<file path="config.mk">
export PLATFORM = sky130hd
export DESIGN_NAME = integer_to_ascii_digits_unit_flat
export DESIGN_NICKNAME = d
export VERILOG_FILES = /design/src/rtl/i2a_pkg.sv /design/src/rtl/i2a_if.sv /design/src/rtl/i2a_digit_reg.sv /design/src/rtl/integer_to_ascii_digits_unit.sv /design/src/flat_wrapper.sv
export SDC_FILE = /design/constraint.sdc
export NUM_CORES = 1
export LEC_CHECK = 0
export BUFFER_PORTS_ARGS = -buffer_cell sky130_fd_sc_hd__buf_2
export CORE_MARGIN = 2
export CORE_UTILIZATION = 62
export DETAILED_ROUTE_END_ITERATION = 10
export HOLD_SLACK_MARGIN = 0.08
export PLACE_DENSITY = 0.93
export SYNTH_ARGS = -nofsm -noshare
export SYNTH_HDL_FRONTEND = slang
export SYNTH_SLANG_ARGS = --single-unit
</file>
<file path="constraint.sdc">
create_clock -name clk -period 5.3 [get_ports clk]
set_input_delay 0.265 -clock clk [delete_from_list [all_inputs] [get_ports clk]]
set_output_delay 0.265 -clock clk [all_outputs]
set_load 0.02 [all_outputs]
</file>
<file path="src/rtl/i2a_pkg.sv">
// Package for the integer to ASCII digits unit: widths, ASCII codes,
// controller state type, control/status structs and the digit character map.
// No dependencies.
package i2a_pkg;

	localparam int VALUE_W   = 64;
	localparam int WIDTH_W   = 7;
	localparam int CHAR_W    = 7;
	localparam int NIB_W     = 4;
	localparam int BIT_CNT_W = $clog2(VALUE_W + 1);

	localparam logic [CHAR_W-1:0] CH_MINUS = 7'h2D;
	localparam logic [CHAR_W-1:0] CH_ZERO  = 7'h30;
	localparam logic [CHAR_W-1:0] CH_LOW_A = 7'h61;
	localparam logic [CHAR_W-1:0] CH_UP_A  = 7'h41;
	localparam logic [NIB_W-1:0]  DEC_BASE = 4'd10;

	typedef enum logic [2:0] {
		ST_IDLE,
		ST_CONV,
		ST_SIGN,
		ST_SKIP,
		ST_EMIT
	} state_t;

	// Commands from the controller to the digit register
	typedef struct packed {
		logic load;
		logic hex;
		logic shift;
	} conv_cmd_t;

	// Status from the digit register back to the controller
	typedef struct packed {
		logic             done;
		logic [NIB_W-1:0] top;
	} conv_sts_t;

	// One digit value to its ASCII character
	function automatic logic [CHAR_W-1:0] digit_char(input logic [NIB_W-1:0] d,
		input logic upper);
		logic [CHAR_W-1:0] base_ch;
		base_ch = upper ? CH_UP_A : CH_LOW_A;
		if (d < DEC_BASE) begin
			digit_char = CH_ZERO + {3'b000, d};
		end else begin
			digit_char = base_ch + {3'b000, d} - {3'b000, DEC_BASE};
		end
	endfunction

endpackage

</file>
<file path="src/rtl/i2a_if.sv">
// Valid/ready channel interfaces for the integer to ASCII digits unit:
// the number request channel and the character result channel.
// Depends on i2a_pkg.
interface i2a_in_if import i2a_pkg::*; ();
	logic               valid;
	logic               ready;
	logic [VALUE_W-1:0] value;
	logic               is_hex;
	logic               signed_mode;
	logic               uppercase;
	logic [WIDTH_W-1:0] width_bits;

	modport source (output valid, value, is_hex, signed_mode, uppercase, width_bits,
		input ready);
	modport sink (input valid, value, is_hex, signed_mode, uppercase, width_bits,
		output ready);
endinterface

interface i2a_out_if import i2a_pkg::*; ();
	logic              valid;
	logic              ready;
	logic [CHAR_W-1:0] character;
	logic              last;

	modport source (output valid, character, last, input ready);
	modport sink (input valid, character, last, output ready);
endinterface

</file>
<file path="src/rtl/i2a_digit_reg.sv">
// Digit register: bit-serial binary to BCD conversion (shift and add three),
// direct nibble load for hex, and a nibble-wide left shift for emission.
// Depends on i2a_pkg.
module i2a_digit_reg import i2a_pkg::*; #(
	parameter int DIGIT_SLOTS = 20
) (
	input  logic               clk,
	input  logic               arst_n,
	input  conv_cmd_t          cmd,
	input  logic [VALUE_W-1:0] load_value,
	output conv_sts_t          sts
);

	localparam int DW = DIGIT_SLOTS * NIB_W;

	logic [DW-1:0]        digits_q;
	logic [DW-1:0]        adj;
	logic [VALUE_W-1:0]   bin_q;
	logic [BIT_CNT_W-1:0] bit_cnt_q;

	// Add three to every digit lane of five or more before the next shift
	always_comb begin
		for (int i = 0; i < DIGIT_SLOTS; i++) begin
			if (digits_q[i*NIB_W +: NIB_W] >= 4'd5) begin
				adj[i*NIB_W +: NIB_W] = digits_q[i*NIB_W +: NIB_W] + 4'd3;
			end else begin
				adj[i*NIB_W +: NIB_W] = digits_q[i*NIB_W +: NIB_W];
			end
		end
	end

	// Bit counter: control state
	always_ff @(posedge clk or negedge arst_n) begin
		if (!arst_n) begin
			bit_cnt_q <= '0;
		end else if (cmd.load) begin
			bit_cnt_q <= cmd.hex ? '0 : BIT_CNT_W'(VALUE_W);
		end else if (bit_cnt_q != '0) begin
			bit_cnt_q <= bit_cnt_q - BIT_CNT_W'(1);
		end
	end

	// Digit and binary shift registers: one binary bit per cycle
	always_ff @(posedge clk) begin
		if (cmd.load) begin
			bin_q <= load_value;
			if (cmd.hex) begin
				digits_q <= DW'(load_value);
			end else begin
				digits_q <= '0;
			end
		end else if (bit_cnt_q != '0) begin
			digits_q <= {adj[DW-2:0], bin_q[VALUE_W-1]};
			bin_q    <= {bin_q[VALUE_W-2:0], 1'b0};
		end else if (cmd.shift) begin
			digits_q <= {digits_q[DW-NIB_W-1:0], {NIB_W{1'b0}}};
		end
	end

	assign sts.done = (bit_cnt_q == '0);
	assign sts.top  = digits_q[DW-1 -: NIB_W];

endmodule

</file>
<file path="src/rtl/integer_to_ascii_digits_unit.sv">
// Top level of the integer to ASCII digits unit: request capture, sign and
// width handling, controller and output register. Depends on i2a_pkg,
// i2a_if and i2a_digit_reg.
//
// Usage: one transaction on req carries a 64-bit number and its format
// (is_hex, signed_mode, uppercase, width_bits). The unit answers with one
// transaction per character on rsp: an optional '-' and then the digits,
// most significant first, with last set on the final digit. Zero gives "0".
// Both channels are valid/ready; a transaction moves when both are high.
// One number is in work at a time; req.ready is high only while idle.
// Steps per number: capture, then the bit-serial decimal conversion (one
// shift per bit of the 64-bit value; none for hex), a minus sign if any,
// leaving the leading-zero skip, and the digit register shifting out past
// its leading zeros while the digits are emitted.
// A registered output stage holds each character; when rsp stalls the unit
// simply waits, nothing is dropped. Reset empties the output stage and
// returns the controller to idle.
module integer_to_ascii_digits_unit import i2a_pkg::*; #(
	parameter int DIGIT_SLOTS = 20
) (
	input logic      clk,
	input logic      arst_n,
	i2a_in_if.sink   req,
	i2a_out_if.source rsp
);

	localparam int CNT_W = $clog2(DIGIT_SLOTS + 1);

	state_t             state_q, state_d;
	conv_cmd_t          cmd;
	conv_sts_t          sts;
	logic [VALUE_W-1:0] mag;
	logic               neg;
	logic               neg_q;
	logic               upper_q;
	logic [CNT_W-1:0]   left_q;
	logic               left_dec;
	logic               accept;
	logic               slot_free;
	logic               emit;
	logic [CHAR_W-1:0]  emit_char;
	logic               emit_last;
	logic               skip_zero;
	logic               out_valid_q;
	logic [CHAR_W-1:0]  char_q;
	logic               last_q;

	assign accept    = req.valid && req.ready;
	assign slot_free = !out_valid_q || rsp.ready;
	assign skip_zero = (sts.top == '0) && (left_q > CNT_W'(1));

	// Sign handling, then masking to the given width
	always_comb begin
		logic [VALUE_W-1:0] signed_mag;
		neg        = req.signed_mode && req.value[VALUE_W-1];
		signed_mag = neg ? (VALUE_W'(0) - req.value) : req.value;
		if (req.width_bits < WIDTH_W'(VALUE_W)) begin
			mag = signed_mag & ~({VALUE_W{1'b1}} << req.width_bits[5:0]);
		end else begin
			mag = signed_mag;
		end
	end

	i2a_digit_reg #(
		.DIGIT_SLOTS(DIGIT_SLOTS)
	) u_digit_reg (
		.clk        (clk),
		.arst_n     (arst_n),
		.cmd        (cmd),
		.load_value (mag),
		.sts        (sts)
	);

	// Next state
	always_comb begin
		state_d = state_q;
		unique case (state_q)
			ST_IDLE: begin
				if (accept) state_d = ST_CONV;
			end
			ST_CONV: begin
				if (sts.done) state_d = neg_q ? ST_SIGN : ST_SKIP;
			end
			ST_SIGN: begin
				if (slot_free) state_d = ST_SKIP;
			end
			ST_SKIP: begin
				if (!skip_zero) state_d = ST_EMIT;
			end
			ST_EMIT: begin
				if (slot_free && left_q == CNT_W'(1)) state_d = ST_IDLE;
			end
			default: state_d = ST_IDLE;
		endcase
	end

	// Controller outputs
	always_comb begin
		req.ready = 1'b0;
		cmd       = '0;
		left_dec  = 1'b0;
		emit      = 1'b0;
		emit_char = CH_ZERO;
		emit_last = 1'b0;
		unique case (state_q)
			ST_IDLE: begin
				req.ready = 1'b1;
				cmd.load  = req.valid;
				cmd.hex   = req.is_hex;
			end
			ST_CONV: begin
			end
			ST_SIGN: begin
				emit      = slot_free;
				emit_char = CH_MINUS;
			end
			ST_SKIP: begin
				cmd.shift = skip_zero;
				left_dec  = skip_zero;
			end
			ST_EMIT: begin
				emit      = slot_free;
				emit_char = digit_char(sts.top, upper_q);
				emit_last = (left_q == CNT_W'(1));
				cmd.shift = slot_free;
				left_dec  = slot_free;
			end
			default: begin
			end
		endcase
	end

	// Controller registers
	always_ff @(posedge clk or negedge arst_n) begin
		if (!arst_n) begin
			state_q <= ST_IDLE;
			left_q  <= '0;
			neg_q   <= 1'b0;
			upper_q <= 1'b0;
		end else begin
			state_q <= state_d;
			if (accept) begin
				left_q  <= CNT_W'(DIGIT_SLOTS);
				neg_q   <= neg;
				upper_q <= req.uppercase;
			end else if (left_dec) begin
				left_q <= left_q - CNT_W'(1);
			end
		end
	end

	// Output stage
	always_ff @(posedge clk or negedge arst_n) begin
		if (!arst_n) begin
			out_valid_q <= 1'b0;
		end else if (emit) begin
			out_valid_q <= 1'b1;
		end else if (rsp.ready) begin
			out_valid_q <= 1'b0;
		end
	end

	always_ff @(posedge clk) begin
		if (emit) begin
			char_q <= emit_char;
			last_q <= emit_last;
		end
	end

	assign rsp.valid     = out_valid_q;
	assign rsp.character = char_q;
	assign rsp.last      = last_q;

endmodule
</file>
<file path="src/flat_wrapper.sv">
// flat-port wrapper written by rule: the top's interface ports become plain ports
module integer_to_ascii_digits_unit_flat import i2a_pkg::*;
#(
	parameter int DIGIT_SLOTS = 20
)
  (clk, arst_n, req_valid, req_value, req_is_hex, req_signed_mode, req_uppercase, req_width_bits, req_ready, rsp_valid, rsp_character, rsp_last, rsp_ready);
  i2a_in_if req_i ();
  i2a_out_if rsp_i ();
  input logic clk;
  input logic arst_n;
  input wire logic [$bits(req_i.valid)-1:0] req_valid;
  input wire logic [$bits(req_i.value)-1:0] req_value;
  input wire logic [$bits(req_i.is_hex)-1:0] req_is_hex;
  input wire logic [$bits(req_i.signed_mode)-1:0] req_signed_mode;
  input wire logic [$bits(req_i.uppercase)-1:0] req_uppercase;
  input wire logic [$bits(req_i.width_bits)-1:0] req_width_bits;
  output wire logic [$bits(req_i.ready)-1:0] req_ready;
  output wire logic [$bits(rsp_i.valid)-1:0] rsp_valid;
  output wire logic [$bits(rsp_i.character)-1:0] rsp_character;
  output wire logic [$bits(rsp_i.last)-1:0] rsp_last;
  input wire logic [$bits(rsp_i.ready)-1:0] rsp_ready;
  assign req_i.valid = req_valid;
  assign req_i.value = req_value;
  assign req_i.is_hex = req_is_hex;
  assign req_i.signed_mode = req_signed_mode;
  assign req_i.uppercase = req_uppercase;
  assign req_i.width_bits = req_width_bits;
  assign req_ready = req_i.ready;
  assign rsp_valid = rsp_i.valid;
  assign rsp_character = rsp_i.character;
  assign rsp_last = rsp_i.last;
  assign rsp_i.ready = rsp_ready;
  integer_to_ascii_digits_unit #(.DIGIT_SLOTS(DIGIT_SLOTS)) u_core (.clk(clk), .arst_n(arst_n), .req(req_i), .rsp(rsp_i));
endmodule
</file>
# Yosys cells after proc, flatten, opt, wreduce, memory -nomap -nowiden
# Index checks and enable logic that the tools add are counted.
word_totals:
  reg_bits: 170
  input_bits: 78
  out_inout_bits: 10
  wordCells: 137
classes:
  addsub: 26
  n_lt_le_gt_ge: 23
  eq_ne: 10
  n_shift: 1
  mux: 49
  n_bitwise: 2
  n_reduce_logical: 16
op_table:
  columns: ["op", "count"]
  rows:
  - ["$mux 64", 5]
  - ["$mux 80", 3]
  - ["$ge 4x3->1 const B", 20]
  - ["$add 4x2->4 const B", 19]
  - ["$mux 4", 19]
  - ["$and 64x64->64", 1]
  - ["$not 64->64", 1]
  - ["$shl 64x6->64 const A", 1]
  - ["$sub 1x64->64 const A", 1]
  - ["$mux 7", 4]
  - ["$mux 3", 6]
  - ["$pmux 3 s5", 1]
  - ["$pmux 7 s2", 1]
  - ["$mux 5", 2]
  - ["$ne 2x1->1 const B", 4]
  - ["$add 6x4->7 const A", 1]
  - ["$add 7x4->7", 1]
  - ["$logic_not 7->1", 1]
  - ["$lt 7x7->1 const B", 1]
  - ["$reduce_bool 7->1", 1]
  - ["$sub 7x1->7 const B", 1]
  - ["$sub 7x4->7 const B", 1]
  - ["$eq 3x2->1 const B", 2]
  - ["$mux 6", 1]
  - ["20 further kinds", 29]

# Depth between registers and ports, before layout
# Gate-level depths: netlist of the first run.
logic_depth:
  word_depth: 6
  ltp_mapped: 9
  mapped_depth_nobuf: 8

# By module
# From an unflattened synthesis of the first run, not the netlist that was laid out.
hier_totals:
  hier_cells: 1310
  area_unflattened_um2: 12512.0
by_module_without_submodules:
  columns: ["mod", "n_inst", "cells_each", "area_each_um2", "seq_area_each_um2"]
  rows:
  - ["i2a_digit_reg", 1, 731, 8682.1, 4499.3]
  - ["integer_to_ascii_digits_unit", 1, 579, 3829.9, 515.5]

# Worst setup path before layout of the first run
# No wires, ideal clock.
synth_path:
  path_type: "register -> register"
  start: "register u_core.state_q[0]"
  end: "register u_core.u_digit_reg.digits_q[0] (enable)"
  setup_ns: 0.998
  t_arrival_ns: 3.380
  required_time_ns: 4.302
  setup_slack_ns: 0.922
  stages_incl_launch_ff: 7
  path_buffers: 4
  synth_period_minus_slack_ns: 4.378
  cell_sequence: "dfrtp_1 clkbuf_1 or4b_1 clkbuf_1 clkbuf_1 clkbuf_1 nand3_1"
synth_via:
  elab_chain_cells: 3
  word_cells_on_any_way: 6
  classes_between: "eq/ne (2); mux (2); reduce/logical (2)"
synth_rtl:
  columns: ["item", "line_no", "text"]
  rows:
  - ["start: declaration", "integer_to_ascii_digits_unit.sv:29", "state_t state_q, state_d;"]
  - ["start signal: assignment", "integer_to_ascii_digits_unit.sv:141", "state_q <= state_d;"]
  - ["$eq 3x3->1 (tied with other cells)", "integer_to_ascii_digits_unit.sv:105", "unique case (state_q)"]
  - ["$pmux 1 s2 or $mux 2 (tied branches)", "integer_to_ascii_digits_unit.sv:105", null]
  - ["$reduce_bool 3->1 (no source line) *", null, null]
  - ["end signal: assignment", "i2a_digit_reg.sv:48", "digits_q <= DW'(load_value);"]
  - ["end signal: assignment", "i2a_digit_reg.sv:53", "digits_q <= {adj[DW-2:0], bin_q[VALUE_W-1]};"]
  - ["end signal: assignment", "i2a_digit_reg.sv:56", "digits_q <= {digits_q[DW-NIB_W-1:0], {NIB_W{1'b0}}};"]
  - ["end: declaration", "i2a_digit_reg.sv:16", "logic [DW-1:0] digits_q;"]
# Every way passes the cells marked *; elsewhere a longest branch is shown, timed or not.
# A chain may end at the register's enable or synchronous reset.

# Final worst setup path of the first run
layout_path:
  start: "register u_core.state_q[1]"
  end: "register u_core.u_digit_reg.digits_q[51] (data pin)"
layout_via:
  elab_chain_cells: 4
layout_rtl:
  columns: ["item", "line_no", "text"]
  rows:
  - ["$logic_not 3->1 *", "integer_to_ascii_digits_unit.sv:105", null]
  - ["$mux 2 *", "integer_to_ascii_digits_unit.sv:105", null]
  - ["$mux 64", "i2a_digit_reg.sv:47", "if (cmd.hex) begin"]
  - ["$mux 80 *", "i2a_digit_reg.sv:45", "if (cmd.load) begin"]
# Marked as above.

==> flow_metrics.tcl, run 1 <==
set metrics [dict create \
    fin_crit_sh_pct 61.8 \
    post-cts-setup-buffers 0 \
    insertion_delay_ps 450 \
    slew_headroom_pct 25.5 \
    cp_common_cell "nand2_1" \
    area_growth_pct 9.80 \
    cts_root_buf "clkbuf_16" \
    crit_chain "or4b_4 > nor2_2 > nand2_1 > nor2_1 > nand2_1 > o221ai_1" \
    synth-main-ff-cell "edfxtp_1" \
    seq_area_frac_synth_pct 41.8 \
    cts-hold-fix-buffers 2 \
    cts_buffer_depth 2 \
    crit_type "register to register" \
    cts_tree "done" \
    critPathMaxStageDelay_ps 890 \
    grt_use_met3_pct 7.81 \
    syn_area_per_cell_um2 8.72 \
    route.detailed.drc 0 \
    fin_nets 1541 \
    status "complete, no violations" \
    maxCapViolations 0 \
    clock_sinks 170 \
    synthCells 1375 \
    diodes 0 \
    routedWlPerCell_um 20.0 \
    dr.pass1.iters 6 \
    cts_buffers 17 \
    antenna_found_initial 0 \
    grt_setup_unrepaired "false" \
    path_clk_slew_ps 70 \
    grt_max_degree 92 \
    synthTopCellsByArea "edfxtp_1, nand2_1, a21oi_1" \
    worstPathMaxFanout 60 \
    vias_per_cell 6.74 \
    ys_warn_count 0 \
    ys_ff_latch 170 \
    yosysUniqueCellTypes 74 \
    vias 11396 \
    pin_count 88 \
    ir_drop_v 0.000313 \
    clock.fmax_ghz 0.305 \
    core.rowCount 50 \
    worst_clock_skew_ps 13.9 \
    finalCriticalPeriod_ps 3280 \
    required_ps 5580 \
    synth_nets 1499 \
    synth_top_cell_by_area "edfxtp_1" \
    busiest_layer "met2" \
    die_x_um 143 \
    arrival_ps 3550 \
    hold_violations 0 \
    postPlaceCellArea_mm2 0.0125 \
    power_density_mw_per_mm2 555 \
    tightestPinTransition_ps 1120 \
    ant_nets 0 \
    final_layout_size_suffix_gt1_share_pct 10.9 \
    grt_use_met1_pct 44.8 \
    coreArea_mm2 0.0188 \
    dieArea_mm2 0.0205 \
    post-synth-top-area-fraction_pct 38.1 \
    gr-usage-met2_pct 52.8 \
    gp_routability_congestion 1.02 \
    slowest_stage "or4b_4" \
    start_util_pct 63.7 \
    grtUsageTotal_pct 33.2 \
    critPathCaptureType "register" \
    die_y_um 143 \
    design_area_mm2 0.0132 \
    leakage_nw 5.20 \
    hpwl_mm 23.9 \
    io_buffer_count 87 \
    gr-total-overflow 0 \
    grt_pass1_vias 10303 \
    drtIter0Drc 2046 \
    ctsResizeCount 0 \
    synth-edff-count 152 \
    htree_levels 4 \
    syn_area_mm2 0.0120 \
    setup_viol 0 \
    wl_mm 33.8 \
    synthArstFlopShare_pct 10.6 \
    grt_pass1_wl_mm 53.2 \
    maxSlewViolCount 0 \
    hold_class "input port to register" \
    tns_ps 0 \
    startpoint_type "register" \
]
[cells in the mapped netlist (all sizes together) (14+ instances only)]
library cell and number:
nand2b 31, dfrtp 18, xnor2 63, a211oi 20, nor2 109, or3 20
nor4 20, a31oi 14, nor3 41, inv 55, o31ai 29, nand2 219
edfxtp 152, clkbuf 66, ha 46, o21ai 109, xor2 18, o22ai 36
nand3 15, a21oi 118
[through the flow]
step	worst slack [ps]	hold slack [ps]	utilization [%]	instances	total power, W
floorplan	922	-30.6	-	1375	0.00503
global placement	2170	226	66.6	1656	0.00563
detailed placement	2040	229	66.6	1656	0.00588
CTS	2140	214	69.9	1690	0.00721
global route	1850	236	69.9	1690	0.00777
finish	2020	208	69.9	1690	0.00731
[state kept, by name (all words and copies together) (netlist names)]
register	count
u_core.left_q	5
u_core.neg_q	1
u_core.upper_q	1
u_core.u_digit_reg.bin_q	64
u_core.rsp.last	1
u_core.state_q	3
u_core.rsp.valid	1
u_core.rsp.character	7
u_core.u_digit_reg.digits_q	80
u_core.u_digit_reg.bit_cnt_q	7
[final timing paths]
path                                   start                              end  cells past startpoint  slack [ps]
max                        u_core.state_q[1]  u_core.u_digit_reg.digits_q[51]                      6        2020
min                                rsp_ready                 u_core.rsp.valid                      3         210
max reg2reg                u_core.state_q[1]  u_core.u_digit_reg.digits_q[51]                      6        2020
min reg2reg                     u_core.neg_q                     u_core.neg_q                      2         510
max in group asynchronous             arst_n  u_core.u_digit_reg.bit_cnt_q[3]                      2        4710
min in group asynchronous             arst_n                 u_core.rsp.valid                      2         290
[power breakdown]
| group | switching, W | total (W) | internal [W] |
|---|---|---|---|
| Combinational | 0.00188 | 0.00318 | 0.00130 |
| Sequential | 0.000509 | 0.00284 | 0.00233 |
| Clock | 0.000616 | 0.00129 | 0.000676 |
| Total | 0.00301 | 0.00731 | 0.00431 |
[layer usage]
metal / vias up / part of all wire [%]
met5: - / 0
met1: 5203 / 37
met4: 0 / 3.5
met2: 929 / 46
li1: 5134 / -
met3: 130 / 13
[cells by family (layout without fill, tap and decap cells)]
| family | Yosys count | after routing | synth area share (%) |
|---|---|---|---|
| flops | 170 | 170 | 41.8 |
| compound gates | 406 | 406 | 20.9 |
| fa+ha+maj | 46 | 46 | 4.80 |
| xor+xnor | 81 | 81 | 5.92 |
| buf+inv | 132 | 187 | 4.46 |
| simple gates | 527 | 527 | 21.0 |
| mux | 13 | 13 | 1.11 |
[cell type report]
class / count / area [um^2]
Inverter: 55 / 206
Multi-Input combinational cell: 1073 / 6480
Timing Repair Buffer: 100 / 538
Clock inverter: 15 / 180
Sequential cell: 170 / 5010
Clock buffer: 17 / 425
Fill cell: 1316 / 5660
Tap cell: 260 / 325
[layout by cell type, fill, tap and decap left out, types with 5 or more instances in the layout]
master / instances
and2_1: 9
xnor2_1: 63
inv_1: 55
clkbuf_16: 17
o22ai_1: 35
xor2_1: 18
a211o_1: 5
or4_1: 6
a41oi_1: 9
nand2_1: 218
o21bai_1: 5
mux2i_1: 11
nor3_1: 41
o2111ai_1: 5
nand4b_1: 6
dfrtp_1: 18
o31ai_1: 29
o21ai_0: 107
nor4_1: 19
buf_4: 11
buf_2: 87
a211oi_1: 20
o32ai_1: 10
edfxtp_1: 152
or2_2: 6
a31oi_1: 14
or3_1: 19
nor2b_1: 7
nor3b_1: 13
a21o_1: 6
nand2b_1: 31
o211ai_1: 11
o41ai_1: 5
nand4_1: 5
a21oi_1: 118
nand3_1: 13
ha_1: 46
nor2_1: 108
[worst max-delay path: cells and delay by family, from the launching register on]
family | cells | cell delay [ps]
compound gates | 1 | 230
flops | 1 | 520
simple gates | 5 | 2320
Note: power is estimated with default switching activity, not from simulation.
==> run 2: changes to the inputs <==
--- a/config.mk
+++ b/config.mk
@@ -7,10 +7,10 @@
 export LEC_CHECK = 0
 export BUFFER_PORTS_ARGS = -buffer_cell sky130_fd_sc_hd__buf_2
 export CORE_MARGIN = 2
-export CORE_UTILIZATION = 62
+export CORE_UTILIZATION = 56
 export DETAILED_ROUTE_END_ITERATION = 10
 export HOLD_SLACK_MARGIN = 0.08
-export PLACE_DENSITY = 0.93
+export PLACE_DENSITY = 0.89
 export SYNTH_ARGS = -nofsm -noshare
 export SYNTH_HDL_FRONTEND = slang
 export SYNTH_SLANG_ARGS = --single-unit
==> constraint.sdc (replaced) <==
create_clock -name clk -period 2.76 [get_ports clk]
set_input_delay 0.138 -clock clk [delete_from_list [all_inputs] [get_ports clk]]
set_output_delay 0.138 -clock clk [all_outputs]
set_load 0.02 [all_outputs]
==> flow_metrics.tcl, run 2 (synthesis results as in run 1) <==
set metrics [dict create \
    grt_max_degree 69 \
    route.detailed.drc 0 \
    dr.pass1.iters 7 \
    grt_pass1_vias 10318 \
    finalCriticalPeriod_ps 2530 \
    cts_tree "done" \
    sw_frac_of_total_pct 40.2 \
    start_util_pct 57.0 \
    ant_nets 0 \
    core.rowCount 53 \
    dp_slack_ps 153 \
    ctsResizeCount 0 \
    area_growth_pct 12.2 \
    top_regs "u_core.u_digit_reg.digits_q x80, u_core.u_digit_reg.bin_q x64" \
    critPathCaptureType "register" \
    coreArea_mm2 0.0210 \
    final_common_cell "nand2_1" \
    post-cts-setup-buffers 0 \
    hold_class "input port to register" \
    power.internal_w 0.00831 \
    vias_per_cell 6.57 \
    p_switching_w 0.00559 \
    sequentialPowerShare_pct 39.0 \
    setup_ws_ps 227 \
    ir_drop_v 0.000708 \
    hold_violations 0 \
    min_from "rsp_ready" \
    leakage_nw 5.36 \
    cts_root_buf "clkbuf_16" \
    die_y_um 150 \
    fill_cells 1616 \
    whs_ps 157 \
    grt_pass1_wl_mm 54.0 \
    cts-hold-fix-buffers 2 \
    clock_sinks 170 \
    insertion_delay_ps 440 \
    maxCapViolations 0 \
    postPlaceCellArea_mm2 0.0129 \
    clock.fmax_ghz 0.395 \
    startpoint_type "register" \
    worstPathMaxFanout 9 \
    worst_clock_skew_ps 12.4 \
    dieArea_mm2 0.0226 \
    htree_levels 4 \
    gr-total-overflow 0 \
    grtUsageTotal_pct 30.5 \
    grt_setup_unrepaired "false" \
    path_clk_slew_ps 70 \
    routedWlPerCell_um 19.6 \
    pin_count 88 \
    hpwl_mm 24.5 \
    cts_buffer_depth 2 \
    antenna_found_initial 0 \
    fin_crit_sh_pct 91.8 \
    power_density_mw_per_mm2 1030 \
    vias 11403 \
    status "complete, no violations" \
    arrival_ps 2790 \
    tightestPinTransition_ps 848 \
    comb_power_share_pct 44.1 \
    wl_mm 34.0 \
    final_cell_mix "nand2_1, edfxtp_1, a21oi_1" \
    timing.critical_path.from "u_core.state_q[2]" \
    io_buffer_count 87 \
    crit_type "register to register" \
    tns_ps 0 \
    final_layout_size_suffix_gt1_share_pct 12.7 \
    cts_buffers 17 \
    clockPowerShare_pct 16.9 \
    fin_nets 1571 \
    design_area_mm2 0.0135 \
    r2r_start "u_core.state_q[2]" \
    required_ps 3020 \
    maxSlewViolCount 0 \
    setup_viol 0 \
    slew_headroom_pct 42.7 \
    largest_reg_flops 80 \
    diodes 0 \
    die_x_um 150 \
    gp_routability_congestion 0.959 \
    regMostFlops "u_core.u_digit_reg.digits_q" \
    drtIter0Drc 1808 \
]
-- run 2: cell count changes in the layout (fill, tap and decap cells not counted), moves of 2 or more --
cell and delta:
buf_4 +24, inv_8 -2, clkinvlp_4 +3, buf_12 +6, clkinv_8 -3
-- run 2: per-stage QoR --
stage | util, % | power [W] | std cells
detailed placement | 61.2 | 0.0113 | 1701
global route | 64.0 | 0.0149 | 1735
floorplan | - | 0.00966 | 1375
CTS | 64.0 | 0.0137 | 1735
global placement | 61.2 | 0.0109 | 1701
finish | 64.0 | 0.0139 | 1735
-- run 2: path summary, 6_finish.rpt --
path	slack, ps	depth (start not counted)	endpoint
hold / removal	160	3	u_core.rsp.valid
min in group asynchronous	180	2	u_core.rsp.valid
setup / recovery	230	7	u_core.u_digit_reg.digits_q[59]
hold reg to reg	510	2	u_core.neg_q
max in group asynchronous	2270	2	u_core.u_digit_reg.bit_cnt_q[5]
setup reg to reg	230	7	u_core.u_digit_reg.digits_q[59]
-- run 2: cell type report --
cell class / instances / area, um^2 / area share, %
inverter: 55 / 206 / 1.53
tap: 275 / 344 / 2.56
sequential: 170 / 5010 / 37.3
timing repair buffer: 130 / 838 / 6.23
clock buffer: 18 / 429 / 3.19
clock inverter: 14 / 136 / 1.01
multi-input combinational: 1073 / 6490 / 48.2
-- run 2: worst max-delay path, cell delays in order, from the launching register on --
cell	delay [ps]
dfrtp_1	490
or4b_4	630
nor2_2	150
nand2_1	300
nor2_1	240
buf_4	210
o21ai_0	100
o21ai_0	240
-- run 2: layer usage --
metal	vias up	track usage, %	wire [um]
li1	5191	-	-
met2	877	46.6	15400
met3	89	7.94	4460
met1	5246	42.3	13200
met5	-	0	0
met4	0	10.1	948
-- run 2: power by group through the flow --
stage | combinational [W] | sequential, W | clock (W)
6_report | 0.00613 | 0.00542 | 0.00235
5_1_grt | 0.00689 | 0.00554 | 0.00243
4_1_cts | 0.00602 | 0.00537 | 0.00234
3_5_place_dp | 0.00592 | 0.00541 | 0
3_3_place_gp | 0.00557 | 0.00535 | 0
2_1_floorplan | 0.00453 | 0.00513 | 0
==> run 3: changes to the inputs <==
--- a/config.mk
+++ b/config.mk
@@ -7,10 +7,10 @@
 export LEC_CHECK = 0
 export BUFFER_PORTS_ARGS = -buffer_cell sky130_fd_sc_hd__buf_2
 export CORE_MARGIN = 2
-export CORE_UTILIZATION = 56
+export CORE_UTILIZATION = 63
 export DETAILED_ROUTE_END_ITERATION = 10
 export HOLD_SLACK_MARGIN = 0.08
-export PLACE_DENSITY = 0.89
+export PLACE_DENSITY = 0.94
 export SYNTH_ARGS = -nofsm -noshare
 export SYNTH_HDL_FRONTEND = slang
 export SYNTH_SLANG_ARGS = --single-unit
==> constraint.sdc (replaced) <==
create_clock -name clk -period 3.06 [get_ports clk]
set_input_delay 0.153 -clock clk [delete_from_list [all_inputs] [get_ports clk]]
set_output_delay 0.153 -clock clk [all_outputs]
set_load 0.02 [all_outputs]
==> flow_metrics.tcl, run 3 (synthesis results as in run 1) <==
set metrics [dict create \
    grt_pass1_vias 10721 \
    pin_count 88 \
    p_switching_w 0.00529 \
    vias 11852 \
    cts_buffer_depth 2 \
    fill_cells 1197 \
    comb_power_share_pct 44.3 \
    power.internal_w 0.00759 \
    required_ps 3350 \
    gp_routability_congestion 1.02 \
    core.rowCount 50 \
    cts_tree "done" \
    drtIter0Drc 2058 \
    min_from "rsp_ready" \
    worst-path-buf-inv 2 \
    r2r_start "u_core.state_q[1]" \
    slowest_stage "or3_1" \
    tightestPinTransition_ps 988 \
    hold_violations 0 \
    crit_type "register to register" \
    crit_chain "buf_4 > nor4b_4 > buf_4 > nand2_1 > or3_1 > o22ai_1" \
    startpoint_type "register" \
    post-cts-setup-buffers 0 \
    cts_root_buf "clkbuf_16" \
    power_density_mw_per_mm2 962 \
    timing.critical_path.from "u_core.state_q[1]" \
    final_common_cell "nand2_1" \
    die_y_um 142 \
    path_clk_slew_ps 70 \
    io_buffer_count 87 \
    coreArea_mm2 0.0187 \
    antenna_found_initial 0 \
    fin_nets 1570 \
    tns_ps 0 \
    cp_common_cell "buf_4" \
    sequentialPowerShare_pct 38.3 \
    dieArea_mm2 0.0202 \
    clock.fmax_ghz 0.379 \
    grtUsageTotal_pct 35.8 \
    whs_ps 107 \
    multiInputGateArea_mm2 0.00648 \
    route.detailed.drc 0 \
    top_regs "u_core.u_digit_reg.digits_q x80, u_core.u_digit_reg.bin_q x64" \
    grt_setup_unrepaired "false" \
    ir_drop_v 0.000635 \
    clockPowerShare_pct 17.4 \
    largest_reg_flops 80 \
    final_layout_size_suffix_gt1_share_pct 12.6 \
    maxCapViolations 0 \
    hold_class "input port to register" \
    worst_clock_skew_ps 18.0 \
    critPathMaxStageDelay_ps 540 \
    maxSlewViolCount 0 \
    htree_levels 4 \
    sw_frac_of_total_pct 41.1 \
    ctsResizeCount 0 \
    grt_max_degree 49 \
    regMostFlops "u_core.u_digit_reg.digits_q" \
    die_x_um 142 \
    dr.pass1.iters 6 \
    routedWlPerCell_um 21.1 \
    fin_crit_sh_pct 86.3 \
    wl_mm 35.7 \
    slew_headroom_pct 34.1 \
    final_cell_mix "nand2_1, edfxtp_1, a21oi_1" \
    start_util_pct 64.1 \
    area_growth_pct 11.7 \
    hpwl_mm 25.3 \
    vias_per_cell 7.00 \
    cts_buffers 17 \
    arrival_ps 2930 \
    setup_viol 0 \
    status "complete, no violations" \
    grt_pass1_wl_mm 56.4 \
    critPathCaptureType "register" \
    gr-total-overflow 0 \
    insertion_delay_ps 450 \
    finalCriticalPeriod_ps 2640 \
    worstPathMaxFanout 39 \
    final-seq-area_mm2 0.00501 \
    crit_family "simple AND/OR/NAND/NOR gates" \
    cts-hold-fix-buffers 2 \
    leakage_nw 5.35 \
    clock_sinks 170 \
    ant_nets 0 \
    diodes 0 \
]
-- run 3: power by group through the flow --
stage          Combinational [W]  Sequential, W  Clock [W]
3_5_place_dp             0.00540        0.00491          0
2_1_floorplan            0.00408        0.00463          0
3_3_place_gp             0.00502        0.00482          0
6_report                 0.00571        0.00494    0.00224
4_1_cts                  0.00555        0.00488    0.00221
5_1_grt                  0.00627        0.00504    0.00230
-- run 3: worst reg2reg max path, stage by stage (launching register included) --
cell	delay [ps]
dfrtp_1	390
buf_4	180
nor4b_4	400
buf_4	510
nand2_1	310
or3_1	540
o22ai_1	170
-- run 3: final cells by class --
cell class                      count  area share [%]
Clock buffer                       18            3.20
Clock inverter                     14            1.18
Inverter                           55            1.54
Multi-Input combinational cell   1073            48.3
Sequential cell                   170            37.4
Tap cell                          234            2.19
Timing Repair Buffer              129            6.11
-- run 3: worst paths after layout --
path,end,slack (ps),cells after the start
worst min-delay path,u_core.rsp.valid,110,3
worst max register to register,u_core.u_digit_reg.digits_q[17],420,6
max in group asynchronous,u_core.left_q[0],2570,2
worst max-delay path,u_core.u_digit_reg.digits_q[17],420,6
min in group asynchronous,u_core.upper_q,180,2
worst min register to register,u_core.left_q[4],510,1
-- run 3: layer usage --
layer	share of wire [%]	routed length, um	GRT usage (%)
met1	36	12700	47.1
met2	45	16000	56.4
met3	15	5360	9.62
met4	4.5	1600	15.3
met5	0	0	0
-- run 3: per-stage QoR --
step	worst slack [ps]	instances	power [W]	utilization, %	area, um^2
final	420	1693	0.0129	71.6	13400
after global routing	282	1693	0.0136	71.6	13400
after CTS	487	1693	0.0126	71.6	13400
after detailed placement	393	1659	0.0103	68.4	12800
after global placement	431	1659	0.00984	68.4	12800
after floorplan	195	1375	0.00871	-	12000
